<file path="src/isf_pkg.sv">
package isf_pkg;

  localparam int PIX_W     = 8;
  localparam int REG_W     = 12;
  localparam int CFG_IDX_W = 2;
  localparam int SUM_W     = 12;

  // Configuration register indexes.
  localparam logic [CFG_IDX_W-1:0] REG_FRAME_WIDTH  = 2'd0;
  localparam logic [CFG_IDX_W-1:0] REG_FRAME_HEIGHT = 2'd1;

  localparam logic [REG_W-1:0] RESET_FRAME_WIDTH  = 12'd640;
  localparam logic [REG_W-1:0] RESET_FRAME_HEIGHT = 12'd480;

  // Input command codes.
  localparam logic CMD_PIXEL = 1'b0;
  localparam logic CMD_DRAIN = 1'b1;

  localparam logic [PIX_W-1:0]        PIX_FULL    = 8'd255;
  localparam logic signed [SUM_W-1:0] SUM_PIX_MAX = 12'sd255;
  localparam logic signed [SUM_W-1:0] CENTRE_GAIN = 12'sd5;

  // One classified request handed from the front end to the filter back end.
  typedef struct packed {
    logic             produce;
    logic             write_en;
    logic             centre_bank;
    logic             first_col;
    logic             has_right;
    logic             top_valid;
    logic             plane_end;
    logic [PIX_W-1:0] bottom;
  } isf_op_t;

endpackage

</file>
<file path="src/isf_front.sv">
module isf_front #(
  parameter int MAX_WIDTH  = 2048,
  parameter int MAX_HEIGHT = 2048
) (
  input  logic                                clk,
  input  logic                                rst,
  input  logic                                s_tvalid,
  output logic                                s_tready,
  input  logic [isf_pkg::PIX_W-1:0]           s_tdata,   // [7:0] pixel_in
  input  logic                                s_tuser,   // [0] command
  input  logic                                cfg_valid,
  output logic                                cfg_ready,
  input  logic [isf_pkg::CFG_IDX_W-1:0]       cfg_index,
  input  logic [isf_pkg::REG_W-1:0]           cfg_data,
  input  logic                                q_ready,
  output logic                                q_push,
  output logic [$clog2(MAX_WIDTH)-1:0]        q_x,
  output isf_pkg::isf_op_t                    q_op
);

  localparam int XW  = $clog2(MAX_WIDTH);
  localparam int YW  = (MAX_HEIGHT > 1) ? $clog2(MAX_HEIGHT) : 1;
  localparam int WCW = (($clog2(MAX_WIDTH + 1) > isf_pkg::REG_W) ?
                        $clog2(MAX_WIDTH + 1) : isf_pkg::REG_W) + 1;
  localparam int HCW = (($clog2(MAX_HEIGHT + 1) > isf_pkg::REG_W) ?
                        $clog2(MAX_HEIGHT + 1) : isf_pkg::REG_W) + 1;

  logic [isf_pkg::REG_W-1:0] frame_width;
  logic [isf_pkg::REG_W-1:0] frame_height;
  logic [XW-1:0]             column_count;
  logic [YW-1:0]             row_count;
  logic                      draining;

  logic [WCW-1:0] width_ext, width_used;
  logic [HCW-1:0] height_ext, height_used;
  logic           last_col, last_row;
  logic           in_accept, is_pixel, take_pixel, take_drain;
  logic           cfg_write;

  assign cfg_ready = 1'b1;
  assign s_tready  = q_ready;
  assign in_accept = s_tvalid && s_tready;
  assign is_pixel  = (s_tuser == isf_pkg::CMD_PIXEL);
  assign take_pixel = in_accept && is_pixel && !draining;
  assign take_drain = in_accept && (s_tuser == isf_pkg::CMD_DRAIN) && draining;
  assign cfg_write = cfg_valid && cfg_ready &&
                     ((cfg_index == isf_pkg::REG_FRAME_WIDTH) ||
                      (cfg_index == isf_pkg::REG_FRAME_HEIGHT));

  // Register values out of range are clamped to 1..maximum.
  always_comb begin
    width_ext  = WCW'(frame_width);
    height_ext = HCW'(frame_height);
    if (width_ext == '0) begin
      width_used = WCW'(1);
    end else if (width_ext > WCW'(MAX_WIDTH)) begin
      width_used = WCW'(MAX_WIDTH);
    end else begin
      width_used = width_ext;
    end
    if (height_ext == '0) begin
      height_used = HCW'(1);
    end else if (height_ext > HCW'(MAX_HEIGHT)) begin
      height_used = HCW'(MAX_HEIGHT);
    end else begin
      height_used = height_ext;
    end
  end

  assign last_col = ((WCW'(column_count) + WCW'(1)) == width_used);
  assign last_row = ((HCW'(row_count) + HCW'(1)) == height_used);

  // A pixel writes its inverted value into the bank opposite the centre row and
  // produces the output one row above it; a drain produces from the last row.
  always_comb begin
    q_push = take_pixel || take_drain;
    q_x    = column_count;
    q_op   = '0;
    q_op.first_col = (column_count == '0);
    q_op.has_right = !last_col;
    if (take_pixel) begin
      q_op.produce     = (row_count != '0);
      q_op.write_en    = 1'b1;
      q_op.centre_bank = ~row_count[0];
      q_op.top_valid   = (row_count > YW'(1));
      q_op.bottom      = isf_pkg::PIX_FULL - s_tdata;
    end else begin
      q_op.produce     = 1'b1;
      q_op.centre_bank = row_count[0];
      q_op.top_valid   = (row_count != '0);
      q_op.plane_end   = last_col;
    end
  end

  always_ff @(posedge clk) begin
    if (rst) begin
      frame_width  <= isf_pkg::RESET_FRAME_WIDTH;
      frame_height <= isf_pkg::RESET_FRAME_HEIGHT;
      column_count <= '0;
      row_count    <= '0;
      draining     <= 1'b0;
    end else if (cfg_write) begin
      if (cfg_index == isf_pkg::REG_FRAME_WIDTH) begin
        frame_width <= cfg_data;
      end else begin
        frame_height <= cfg_data;
      end
      column_count <= '0;
      row_count    <= '0;
      draining     <= 1'b0;
    end else if (take_pixel) begin
      if (last_col) begin
        column_count <= '0;
        if (last_row) begin
          draining <= 1'b1;
        end else begin
          row_count <= row_count + YW'(1);
        end
      end else begin
        column_count <= column_count + XW'(1);
      end
    end else if (take_drain) begin
      if (last_col) begin
        column_count <= '0;
        row_count    <= '0;
        draining     <= 1'b0;
      end else begin
        column_count <= column_count + XW'(1);
      end
    end
  end

endmodule

</file>
<file path="config.mk">
export PLATFORM = sky130hd
export DESIGN_NAME = isf_front
export DESIGN_NICKNAME = d
export VERILOG_FILES = /design/src/isf_pkg.sv /design/src/isf_front.sv
export SDC_FILE = /design/constraint.sdc
export NUM_CORES = 1
export LEC_CHECK = 0
export BUFFER_PORTS_ARGS = -buffer_cell sky130_fd_sc_hd__clkbuf_2
export CAP_MARGIN = 20
export CORE_MARGIN = 8
export CORE_UTILIZATION = 36
export DETAILED_ROUTE_END_ITERATION = 8
export PLACE_DENSITY_LB_ADDON = 0.08
export REMOVE_ABC_BUFFERS = 1
export SYNTH_ARGS = -nofsm -noshare
export SYNTH_HDL_FRONTEND = slang
export SYNTH_SLANG_ARGS = --single-unit
</file>
<file path="constraint.sdc">
create_clock -name clk -period 9.6 [get_ports clk]
set_input_delay 0.48 -clock clk [delete_from_list [all_inputs] [get_ports clk]]
set_output_delay 0.48 -clock clk [all_outputs]
set_load 0.02 [all_outputs]
</file>
==> results_dict.tcl <==
set metrics [dict create \
    cellPowerDensity_nw_per_um2 111 \
    synth_top_area_frac 0.292 \
    cts_setup_buffers 0 \
    synth_area_leaders "dfxtp_1 (29%), nand2_1 (9.2%), xnor2_1 (5.4%)" \
    cp.arrival_ps 3200 \
    min_from "cfg_data[4]" \
    crit_required_ps 9120 \
    post-place-ws_ps 6100 \
    min_path_cells 3 \
    port_buffers 55 \
    layout_min_cycle_time_ps 3680 \
    cp.buffers_inverters 4 \
    std_cell_rows 34 \
    fmax_mhz 272 \
    die_height_um 111 \
    fillers 937 \
    track_usage 0.150 \
    reg2reg_slack_ps 6090 \
    synth_seq_area_share 0.292 \
    outcome "complete, no violations" \
    fin_setup_tns_ps 0 \
    insertion_delay_ps 310 \
    start_util 0.371 \
    critPathCaptureType "output port" \
    drive_gt1_frac 0.155 \
    clock-sinks 47 \
    synth_most_common_cell "nand2_1" \
    cts_hold_buf 0 \
    avgViaCountPerCell 5.42 \
    tightest_slew_ps 721 \
    place.gp.congestion 0.830 \
    drtPass1Iterations 4 \
    syn-instance-count 432 \
    slowest_delay_ps 490 \
    ys_async_sr_fraction 0 \
    cp_max_fo 13 \
    holdPathEnd "frame_width[4]" \
    final-setup-viol-count 0 \
    grt_pass1_vias 2927 \
    synth-main-ff-cell "dfxtp_1" \
    ir_drop_v 0.0000525 \
    rr_endpoint "row_count[8]" \
    drv_cap 0 \
    ant_nets 0 \
    nets 498 \
    synth_edf_count 0 \
    dp_hpwl_um 7140 \
    max_slew_margin 0.513 \
    crit_family "simple AND/OR/NAND/NOR gates" \
    p_leak_nw 1.36 \
    r2r_start "q_x[0]" \
    die_area_um2 12200 \
    slew_viol_final 0 \
    critical_path.slowest_cell "dfxtp_1" \
    cts-buffers-inserted 5 \
    grt_start_max_net_pins 27 \
    wl_um 9300 \
    rsz0062_at_grt "false" \
    cts_repair_resize_count 0 \
    crit_top_cell "inv_1" \
    grt_pass1_wl_um 15500 \
    fp.dieW_um 111 \
    clkTransAtPathRegs_ps 100 \
    critical_path_class "flip-flop to output port" \
    antennaDiodeCount 0 \
    avgSynthCellArea_um2 7.45 \
    antenna_found_initial 0 \
    overflow 0 \
    core_um2 8680 \
    routedWlPerCell_um 16.2 \
    syn_to_final_growth_pct 11.4 \
    hold_violations 0 \
    syn-cell-area_um2 3220 \
    hp-class "input pin to flip-flop" \
    ys_seq_elements 47 \
    cts_tree "done" \
    ys_top_cells_by_count "nand2_1 (79), dfxtp_1 (47), nor2_1 (31)" \
    min_period_over_period 0.384 \
    path_cells "ha_1 -> inv_1 -> or3_1 -> and2_1 -> o311ai_1 -> o2111ai_1 -> nor3_1 -> buf_4 -> inv_1 -> nor2_1 -> clkbuf_2" \
    cts_root_buffer "clkbuf_8" \
    yosysWarningCount 0 \
    drc 0 \
    synth_cell_types 59 \
    start_kind "flip-flop" \
    yosysTopAreaCell "dfxtp_1" \
    vias 3103 \
    worst_slack_ps 5920 \
    drtIter0Drc 193 \
    rr_worst_depth 9 \
    clock_path_buffers 2 \
    ctsHtreeMaxLevel 2 \
    skew_ps 10.8 \
    boundaryPins 57 \
]
worst max path at each step:
| stage | from | to | slack [ps] | cells after the start |
|---|---|---|---|---|
| 2_1_floorplan | q_x[0] | q_op[8] | 5710 | 9 |
| 3_3_place_gp | q_x[0] | row_count[7] | 6210 | 9 |
| 3_5_place_dp | q_x[0] | row_count[8] | 6100 | 9 |
| 4_1_cts | q_x[0] | q_op[8] | 5890 | 11 |
| 5_1_grt | q_x[0] | q_op[8] | 5590 | 11 |
| 6_report | q_x[0] | q_op[8] | 5920 | 11 |
layout make-up:
class                           count  area [µm²]  share of cell area
Inverter                           14        52.6              0.0146
Timing Repair Buffer               56         283              0.0788
Clock buffer                        5        68.8              0.0192
Multi-Input combinational cell    340        2060               0.575
Sequential cell                    47         941               0.262
Tap cell                          108         135              0.0377
Clock inverter                      3        43.8              0.0122
cell families (layout without fill, tap and decap cells):
| kind of cell | after synthesis | count (layout) | share of synthesized area |
|---|---|---|---|
| buffers and inverters | 45 | 78 | 0.0668 |
| other | 1 | 1 | 0.00116 |
| muxes | 3 | 3 | 0.00933 |
| DFF | 47 | 47 | 0.292 |
| AOI/OAI and AO/OA | 90 | 90 | 0.181 |
| adders and majority gates | 6 | 6 | 0.0233 |
| xor gates and xnor gates | 32 | 32 | 0.0956 |
| and+or+nand+nor | 208 | 208 | 0.330 |
state kept, by name, indices dropped and copies added (netlist names):
| signal | flops |
|---|---|
| draining | 1 |
| frame_width | 12 |
| q_x | 11 |
| frame_height | 12 |
| row_count | 11 |
placed cells by master (no fill, tap or decap), types with 3 or more instances in the layout:
master	count
o2111ai_1	3
nand4_1	4
xnor2_1	20
ha_1	6
xor2_1	10
nor3_1	11
nand3b_1	6
nand2b_1	7
a31oi_1	21
or4_1	5
nor2_1	31
and3_1	6
nand2_1	79
and2_1	4
o211ai_1	3
nor4_1	8
clkbuf_8	5
o21ai_0	10
nand3_1	18
and4_1	3
nor2b_1	6
dfxtp_1	47
nor4b_1	4
a21oi_1	26
clkbuf_2	55
o21a_1	4
or3_1	6
inv_1	14
mux2i_1	3
tightest hold or removal path, stage by stage:
cell and delay, ps:
clkbuf_2 100, nand2_1 50, a21oi_1 50
per-stage QoR:
| step | total power (W) | hold slack, ps | utilization | area, µm² | cells |
|---|---|---|---|---|---|
| after floorplan | 0.000233 | 438 | - | 3060 | 401 |
| after global placement | 0.000252 | 467 | 0.400 | 3470 | 565 |
| after detailed placement | 0.000252 | 469 | 0.400 | 3470 | 565 |
| after CTS | 0.000402 | 398 | 0.413 | 3590 | 573 |
| after global routing | 0.000416 | 404 | 0.413 | 3590 | 573 |
| final | 0.000397 | 412 | 0.413 | 3590 | 573 |
metal layers:
| metal | routed length (µm) | up-vias | global-route usage |
|---|---|---|---|
| li1 | - | 1591 | - |
| met1 | 4710 | 1412 | 0.217 |
| met2 | 3780 | 92 | 0.211 |
| met3 | 713 | 8 | 0.0433 |
| met4 | 92 | 0 | 0.0297 |
| met5 | 0 | - | 0 |
power by group:
group,internal [W],switching (W),total (W)
registers,0.000199,0.00000557,0.000204
clock network,0.0000777,0.0000722,0.000150
logic,0.0000171,0.0000252,0.0000423
total,0.000294,0.000103,0.000397
Note: power is estimated with default switching activity, not from simulation.
