File: config.mk
export PLATFORM = sky130hd
export DESIGN_NAME = isf_queue
export DESIGN_NICKNAME = d
export VERILOG_FILES = /design/src/isf_queue.sv
export SDC_FILE = /design/constraint.sdc
export NUM_CORES = 1
export LEC_CHECK = 0
export BUFFER_PORTS_ARGS = -buffer_cell sky130_fd_sc_hd__buf_2
export CORE_MARGIN = 2
export CORE_UTILIZATION = 60
export CTS_CLUSTER_SIZE = 30
export DETAILED_ROUTE_END_ITERATION = 10
export PLACE_DENSITY = 0.94
export SETUP_SLACK_MARGIN = 0.1
export SYNTH_ARGS = -nofsm -noshare
export SYNTH_HDL_FRONTEND = slang
export SYNTH_SLANG_ARGS = --single-unit
File: constraint.sdc
create_clock -name clk -period 4.6 [get_ports clk]
set_input_delay 0.69 -clock clk [delete_from_list [all_inputs] [get_ports clk]]
set_output_delay 0.69 -clock clk [all_outputs]
set_load 0.05 [all_outputs]
File: src/isf_queue.sv
module isf_queue #(
  parameter int DATA_W = 20,
  parameter int DEPTH  = 4
) (
  input  logic              clk,
  input  logic              rst,
  input  logic              push,
  input  logic [DATA_W-1:0] push_data,
  output logic              push_ready,
  input  logic              pop,
  output logic              pop_valid,
  output logic [DATA_W-1:0] pop_data
);

  localparam int PW = (DEPTH > 1) ? $clog2(DEPTH) : 1;
  localparam int CW = $clog2(DEPTH + 1);

  logic [DATA_W-1:0] entries [DEPTH];
  logic [PW-1:0]     head, tail;
  logic [CW-1:0]     count;
  logic              do_push, do_pop;

  assign push_ready = (count != CW'(DEPTH));
  assign pop_valid  = (count != '0);
  assign pop_data   = entries[head];
  assign do_push    = push && push_ready;
  assign do_pop     = pop && pop_valid;

  always_ff @(posedge clk) begin
    if (do_push) begin
      entries[tail] <= push_data;
    end
  end

  always_ff @(posedge clk) begin
    if (rst) begin
      head  <= '0;
      tail  <= '0;
      count <= '0;
    end else begin
      if (do_push) begin
        tail <= (tail == PW'(DEPTH - 1)) ? '0 : tail + PW'(1);
      end
      if (do_pop) begin
        head <= (head == PW'(DEPTH - 1)) ? '0 : head + PW'(1);
      end
      if (do_push && !do_pop) begin
        count <= count + CW'(1);
      end else if (do_pop && !do_push) begin
        count <= count - CW'(1);
      end
    end
  end

endmodule

==> impl_summary.log, run 1 <==
[metrics] cell family contributing the most delay on the critical path: flip-flops
[metrics] standby leakage power: 1.346 nW
[metrics] Antenna Cells: 0
[metrics] Max Root-Sink Buffers: 2
[metrics] Placement Setup Slack: between 2 and 2.5 ns
[metrics] largest area contributor in the synthesized netlist: sky130_fd_sc_hd__edfxtp_1
[metrics] Die Y-Extent: 78.77 um
[metrics] count of H-tree levels built during CTS: 3
[metrics] synth warn: 0
[metrics] Netlist Area Pre-Place: 0.003354 mm^2
[metrics] area of the core: roughly 0.0054 mm^2
[metrics] total power of the final layout: between 2 and 2.5 mW
[metrics] RSZ-0062 raised after global routing: false
[metrics] Synth cell types: 25
[metrics] post-DR vias/cell: between 5 and 6
[metrics] number of CTS-inserted buffers: 9
[metrics] Post-layout nets: between 200 and 250
[metrics] total setup violations reported at the end of the flow: 0
[metrics] clock share of power: approximately a quarter
[metrics] Final Wtd Congestion: approximately 0.69
[metrics] Buf+Inv Stages, Crit Path: 1
[metrics] crit path DAT: about 2.0 ns
[metrics] CTS Sinks: a little under 90
[metrics] crit path setup slack, layout: between 1.5 and 2 ns
[metrics] post-synthesis sequential area ratio: 76.99%
[metrics] chip width: between 70 and 80 um
[metrics] Gate Count Post-Synth: approximately 150
[metrics] most common flop cell mapped by yosys: sky130_fd_sc_hd__edfxtp_1
[metrics] crit path launch type: register
[metrics] net switching power: around 770 uW
[metrics] sort of element at the end of the critical path: primary output
[metrics] vias in the first global route: approximately 1600
[metrics] result of the run: complete, no violations
[metrics] post-synth net total: between 150 and 200
[metrics] Crit path depth: 2
[metrics] FMAX: about 380 MHz
[metrics] count of vias placed by the detailed router: 1583
[metrics] combinational group share of total power: between 30% and 40%
[metrics] Placed Cells incl. Taps: approximately 260
[metrics] first-pass GRT wire length: between 8 and 9 mm
[metrics] total detailed-routing wirelength: approximately 5.5 mm
[metrics] total routing usage reported by global routing: between 10% and 20%
[metrics] final number of hold-violating endpoints: 0
[metrics] CP Class: register to primary output
[metrics] number of register bits inferred by synthesis: 89
[metrics] Tmin final: approximately 2.6 ns
[metrics] pins over their slew limit: 0
[metrics] TritonCTS clock tree: done
[metrics] router iterations before antenna repair: 4
[metrics] Max IR drop VDD: between 0.4 and 0.5 mV
[metrics] remaining antenna violation count: 0
[metrics] Top Ports: 46
[metrics] placed wire-length estimate after detailed placement: approximately 3.5 mm
[metrics] most repeated cell in the gate-level netlist after synthesis: sky130_fd_sc_hd__edfxtp_1
[metrics] # hold bufs at CTS: 0
[metrics] CTS clk-pin slew, worst paths: ~0.080 ns
[metrics] final worst-path cycle share: 57.47%
[metrics] Hold Path Stages: 2
[metrics] Fin Clk Skew: around 0.0068 ns
[metrics] Crit path required time: 3.91 ns
[metrics] antenna violations before repair: 0
[metrics] quantity of I/O buffers inserted on ports: 45
[metrics] share of Yosys cell area claimed by the top area cell type: a little under three quarters
[metrics] register share of total power: between 40% and 50%
[metrics] pin count of the biggest net entering global routing: 21
[metrics] number of cells in the finished layout apart from fillers: 279
[metrics] placement row count: 27
[metrics] starting utilization of the core area: between 60% and 70%
[metrics] DRC violations left: 0
[metrics] number of setup buffers added after CTS: 0
[metrics] biggest fanout along the worst timing path: 20
[metrics] average footprint of a synthesized cell: 22.07 um^2
[metrics] area of the die: ~0.0062 mm^2
[metrics] list of most frequent post-synthesis cells: sky130_fd_sc_hd__edfxtp_1 (80), sky130_fd_sc_hd__mux4_2 (20), sky130_fd_sc_hd__dfxtp_1 (9)
[metrics] leftover overflow at the end of global routing: 0
[metrics] Hold WC Path Type: register to register
[metrics] Iteration-0 DRC Markers: 123
[metrics] library cell contributing the largest single delay on the critical path: sky130_fd_sc_hd__dfxtp_1
[metrics] worst-skew pair later-pin latency: about 0.34 ns
[metrics] wire length per cell: roughly 20 um
[metrics] Power per Cell Area: 592.3 mW/mm^2
[metrics] Worst Max-Slew Pin Slew: about 0.94 ns
[metrics] Setup TNS: 0 ns
[metrics] cell internal pwr: approximately 1.5 mW
[metrics] cell at the root of the clock tree: sky130_fd_sc_hd__clkbuf_8
[metrics] main area contributors after synthesis: sky130_fd_sc_hd__edfxtp_1 (72%), sky130_fd_sc_hd__mux4_2 (13%), sky130_fd_sc_hd__dfxtp_1 (5.4%), sky130_fd_sc_hd__ha_1 (2.2%), sky130_fd_sc_hd__mux2i_1 (0.90%)
[metrics] Max Cap Violations: 0
[metrics] sw frac: 33.85%
[metrics] length in cells of the worst reg-to-reg path: 7
[metrics] proportion of synthesized flip-flops having asynchronous set or reset: 0%
[metrics] number of flops mapped to enable cells by yosys: 80
[metrics] Slowest Stage Delay on Critical Path: ~0.95 ns
[metrics] layout overhead on the synthesized area: 15.03%
[metrics] ordered list of cells on the worst path: mux4_2 -> buf_2
[metrics] number of gates resized after cts: 0
[metrics] fraction of final layout cells sized beyond drive strength 1: 42.03%
[metrics] headroom to the max-slew limit: a little under two fifths
==> state kept, by name (all words and copies together), names as in the netlist, named ones only <==
| name | count |
|---|---|
| count | 3 |
| entries | 80 |
| head | 2 |
| tail | 2 |
==> final timing paths <==
check / start / end / slack, ns
worst max-delay path: register / pop_data[16] / 1.96
worst min-delay path: tail[1]$_SDFFE_PP0P_ / tail[1]$_SDFFE_PP0P_ / 0.52
worst max register to register: count[0]$_SDFFE_PP0P_ / count[2]$_SDFFE_PP0P_ / 2.19
worst min register to register: tail[1]$_SDFFE_PP0P_ / tail[1]$_SDFFE_PP0P_ / 0.52
==> per-layer routing <==
metal  track usage (%)  routed length [um]
met1             24.66                2259
met2             33.42                3004
met3             5.114                 217
met4             5.789                  42
met5                 0                   0
==> layout make-up <==
class | count | area, um^2
sequential | 89 | 2582
fill | 328 | 1580
multi-input combinational | 54 | 734.5
timing repair buffer | 46 | 232.7
clock buffer | 9 | 123.9
tap | 72 | 90.09
clock inverter | 6 | 83.83
inverter | 3 | 11.26
==> power groups by stage <==
stage / registers (mW) / clock network, mW / logic, mW
floorplan: 1.03 / 0 / 0.577
global placement: 1.05 / 0 / 0.693
detailed placement: 1.05 / 0 / 0.709
CTS: 1.04 / 0.556 / 0.712
global route: 1.05 / 0.579 / 0.747
finish: 1.04 / 0.547 / 0.703
==> kinds of logic (layout without fill, tap and decap cells) <==
group,after synthesis,in the layout,synth area share [%]
AO/OA/AOI/OAI,5,5,1.044
XOR/XNOR,2,2,0.5223
adder cells (fa/ha/maj),7,7,2.835
buffers and inverters,9,64,1.119
flip-flops,89,89,76.99
multiplexers,23,23,14.32
AND/OR/NAND/NOR,17,17,3.170
==> metrics by stage <==
step / cell area, um^2 / hold WS [ns] / utilization (%)
6_report: 3859 / 0.5170 / 70.95
5_1_grt: 3859 / 0.5359 / 70.95
4_1_cts: 3859 / 0.5187 / 70.95
3_5_place_dp: 3651 / 0.4884 / 67.13
3_3_place_gp: 3651 / 0.4825 / 67.13
2_1_floorplan: 3354 / 0.4634 / -
==> worst min-delay path, delay by kind of cell, from the launching register on <==
family | cells | cell delay [ns]
flops | 1 | 0.34
simple gates | 1 | 0.07
mux | 1 | 0.06
==> cell usage in the layout (no fill, tap or decap) <==
cell type,n
sky130_fd_sc_hd__xor2_1,2
sky130_fd_sc_hd__buf_4,1
sky130_fd_sc_hd__nor2_1,3
sky130_fd_sc_hd__buf_2,45
sky130_fd_sc_hd__edfxtp_1,80
sky130_fd_sc_hd__inv_1,3
sky130_fd_sc_hd__nand2b_1,2
sky130_fd_sc_hd__nand3_1,1
sky130_fd_sc_hd__ha_1,6
sky130_fd_sc_hd__nor3_1,1
sky130_fd_sc_hd__mux2i_1,3
sky130_fd_sc_hd__clkinvlp_4,1
sky130_fd_sc_hd__nand2_1,1
sky130_fd_sc_hd__or3_1,1
sky130_fd_sc_hd__mux4_2,20
sky130_fd_sc_hd__dfxtp_1,9
sky130_fd_sc_hd__o31ai_2,1
sky130_fd_sc_hd__a21oi_1,2
sky130_fd_sc_hd__clkinv_1,2
sky130_fd_sc_hd__o21ai_0,1
sky130_fd_sc_hd__or3_2,2
sky130_fd_sc_hd__and2_4,1
sky130_fd_sc_hd__and3_2,4
sky130_fd_sc_hd__bufinv_16,2
sky130_fd_sc_hd__clkinv_4,1
sky130_fd_sc_hd__clkbuf_8,9
sky130_fd_sc_hd__o31ai_1,1
sky130_fd_sc_hd__or3b_1,1
sky130_fd_sc_hd__fa_1,1
Power figures use the tool's default switching activity.
==> run 2: changes to the inputs <==
Settings changed: ABC_AREA from default to 1, CORE_UTILIZATION 60 to 56, PLACE_DENSITY 0.94 to 0.89.
Clock period 4.6 ns to 2.7 ns, I/O delays scaled along.
==> run 2 against run 1 <==
  * Area after synthesis increased by 2.7%
  * Sequential power is 68% higher
  * Synthesized cell count up 73%
  * Largest cell class unchanged
  * Largest power group is now combinational cells
==> impl_summary.log, run 2 <==
[metrics] result of the run: complete, no violations
[metrics] crit path launch type: register
[metrics] placement row count: 28
[metrics] crit path DAT: around 1.8 ns
[metrics] TritonCTS clock tree: done
[metrics] area of the core: 0.005921 mm^2
[metrics] FMAX: ~450 MHz
[metrics] number of gates resized after cts: 0
[metrics] CTS Sinks: between 80 and 90
[metrics] Post-layout nets: between 300 and 400
[metrics] clock share of power: around 23%
[metrics] pins over their slew limit: 0
[metrics] Setup TNS: 0 ns
[metrics] headroom to the max-slew limit: a little over half
[metrics] list of most frequent post-synthesis cells: sky130_fd_sc_hd__edfxtp_1 (80), sky130_fd_sc_hd__nor2_1 (56), sky130_fd_sc_hd__o21ai_1 (40)
[metrics] cell at the root of the clock tree: sky130_fd_sc_hd__clkbuf_8
[metrics] Netlist Area Pre-Place: around 0.0034 mm^2
[metrics] worst-skew pair later-pin latency: approximately 0.35 ns
[metrics] Die Y-Extent: around 82 um
[metrics] final worst-path cycle share: approximately 83%
[metrics] sort of element at the end of the critical path: primary output
[metrics] most frequent standard cell in the layout excluding fill and tap cells: sky130_fd_sc_hd__edfxtp_1
[metrics] register bank with the most flops: entries
[metrics] Placed Cells incl. Taps: between 300 and 400
[metrics] commonest non-fill, non-tap cells in the layout: sky130_fd_sc_hd__edfxtp_1 (80), sky130_fd_sc_hd__nor2_1 (52), sky130_fd_sc_hd__buf_2 (45), sky130_fd_sc_hd__o21ai_1 (40), sky130_fd_sc_hd__o22ai_1 (20)
[metrics] starting utilization of the core area: 58.18%
[metrics] Antenna Cells: 0
[metrics] share of Yosys cell area claimed by the top area cell type: a little over two thirds
[metrics] pin count of the biggest net entering global routing: 41
[metrics] Max Cap Violations: 0
[metrics] sw frac: 40.58%
[metrics] fraction of final layout cells sized beyond drive strength 1: between 20% and 30%
[metrics] Max Root-Sink Buffers: 2
[metrics] Max IR drop VDD: 0.6199 mV
[metrics] synth warn: 0
[metrics] most repeated cell in the gate-level netlist after synthesis: sky130_fd_sc_hd__edfxtp_1
[metrics] number of register bits inferred by synthesis: 89
[metrics] CP Class: register to primary output
[metrics] final number of hold-violating endpoints: 0
[metrics] post-DR vias/cell: roughly 5.5
[metrics] library cell contributing the largest single delay on the critical path: sky130_fd_sc_hd__inv_2
[metrics] first-pass GRT wire length: ~10 mm
[metrics] Buf+Inv Stages, Crit Path: 2
[metrics] post-synth net total: slightly below 300
[metrics] Hold WC Path Type: input port to register
[metrics] Tmin final: 2.234 ns
[metrics] Iteration-0 DRC Markers: roughly 190
[metrics] Gate Count Post-Synth: around 260
[metrics] Top Ports: 46
[metrics] Slowest Stage Delay on Critical Path: slightly below 0.5 ns
[metrics] most common flop cell mapped by yosys: sky130_fd_sc_hd__edfxtp_1
[metrics] top flop regs: entries (80), count (3)
[metrics] quantity of I/O buffers inserted on ports: 45
[metrics] average footprint of a synthesized cell: between 10 and 15 um^2
[metrics] placed wire-length estimate after detailed placement: 3.866 mm
[metrics] number of setup buffers added after CTS: 0
[metrics] combinational group share of total power: about two fifths
[metrics] router iterations before antenna repair: 4
[metrics] proportion of synthesized flip-flops having asynchronous set or reset: 0%
[metrics] layout overhead on the synthesized area: 16.42%
[metrics] chip width: between 80 and 90 um
[metrics] total setup violations reported at the end of the flow: 0
[metrics] count of vias placed by the detailed router: 2171
[metrics] standby leakage power: about 1.5 nW
[metrics] antenna violations before repair: 0
[metrics] RSZ-0062 raised after global routing: false
[metrics] post-synthesis sequential area ratio: around three quarters
[metrics] number of fillers in the final layout: between 300 and 400
[metrics] register-to-register setup slack: ~0.82 ns
[metrics] register share of total power: 38.3%
[metrics] biggest fanout along the worst timing path: 40
[metrics] Final Wtd Congestion: about 0.78
[metrics] # hold bufs at CTS: 0
[metrics] total routing usage reported by global routing: about a fifth
[metrics] ordered list of cells on the worst path: inv_2 -> o21ai_1 -> o22ai_1 -> buf_2
[metrics] main area contributors after synthesis: sky130_fd_sc_hd__edfxtp_1 (70%), sky130_fd_sc_hd__nor2_1 (6.1%), sky130_fd_sc_hd__o21ai_1 (5.8%), sky130_fd_sc_hd__dfxtp_1 (5.2%), sky130_fd_sc_hd__o22ai_1 (3.6%)
[metrics] wire length per cell: roughly 16 um
[metrics] CTS clk-pin slew, worst paths: about 0.08 ns
[metrics] vias in the first global route: between 2000 and 2500
[metrics] number of cells in the finished layout apart from fillers: 393
[metrics] leftover overflow at the end of global routing: 0
[metrics] count of H-tree levels built during CTS: 3
[metrics] number of flops mapped to enable cells by yosys: 80
[metrics] area of the die: just under 0.007 mm^2
[metrics] max reg flops: 80
[metrics] total detailed-routing wirelength: around 6.4 mm
[metrics] number of CTS-inserted buffers: 9
[metrics] Power per Cell Area: 1143 mW/mm^2
[metrics] DRC violations left: 0
[metrics] Synth cell types: 20
[metrics] remaining antenna violation count: 0
[metrics] Worst Max-Slew Pin Slew: 0.6743 ns
[metrics] Crit path required time: between 2 and 2.5 ns
[metrics] cell family contributing the most delay on the critical path: buffers and inverters
[metrics] largest area contributor in the synthesized netlist: sky130_fd_sc_hd__edfxtp_1
[metrics] Fin Clk Skew: 0.01015 ns
[metrics] cell internal pwr: between 2 and 3 mW
[metrics] net switching power: ~1.9 mW
run 2: kinds of logic after synthesis:
logic type / count (synthesis) / synth area share, %
flops: 89 / 74.97
simple gates: 75 / 8.790
xor+xnor: 1 / 0.2543
compound gates: 63 / 9.880
buf+inv: 28 / 3.342
fa+ha+maj: 7 / 2.761
run 2: path summary, 6_finish.rpt:
kind,startpoint,endpoint,cells after the start
worst max register to register,count[1]$_SDFFE_PP0P_,count[1]$_SDFFE_PP0P_,9
worst max-delay path,register,pop_data[2],4
worst min register to register,count[1]$_SDFFE_PP0P_,count[1]$_SDFFE_PP0P_,2
worst min-delay path,rst,count[0]$_SDFFE_PP0P_,2
run 2: power by group through the flow:
stage	combinational [mW]	clock [mW]	sequential, mW
4_1_cts	1.78	1.06	1.76
3_5_place_dp	1.78	0	1.78
5_1_grt	1.92	1.10	1.77
2_1_floorplan	1.36	0	1.78
6_report	1.78	1.05	1.75
3_3_place_gp	1.72	0	1.78
run 2: metrics by stage:
stage / power [mW] / util [%] / hold WS [ns] / area [um^2] / worst slack [ns]
global placement: 3.501 / 63.78 / 0.5206 / 3776 / 0.8964
floorplan: 3.136 / - / 0.4774 / 3445 / 0.5778
CTS: 4.600 / 67.73 / 0.2049 / 4010 / 0.4551
global route: 4.792 / 67.73 / 0.2073 / 4010 / 0.3135
detailed placement: 3.562 / 63.78 / 0.5365 / 3776 / 0.8251
finish: 4.582 / 67.73 / 0.2205 / 4010 / 0.4660
run 2: layout make-up:
cell class	count	area (um^2)	area share [%]
Sequential cell	89	2582	64.40
Clock buffer	10	127.6	3.183
Tap cell	75	93.84	2.340
Clock inverter	6	106.4	2.652
Inverter	16	60.06	1.498
Timing Repair Buffer	51	282.8	7.051
Multi-Input combinational cell	146	757.0	18.88
run 2: per-layer routing:
metal | global-route usage (%) | vias to the layer above | wire (um)
met2 | 32.98 | 81 | 3180
li1 | - | 1045 | -
met1 | 26.27 | 1031 | 2659
met3 | 6.087 | 14 | 420
met5 | 0 | - | 0
met4 | 9.667 | 0 | 126
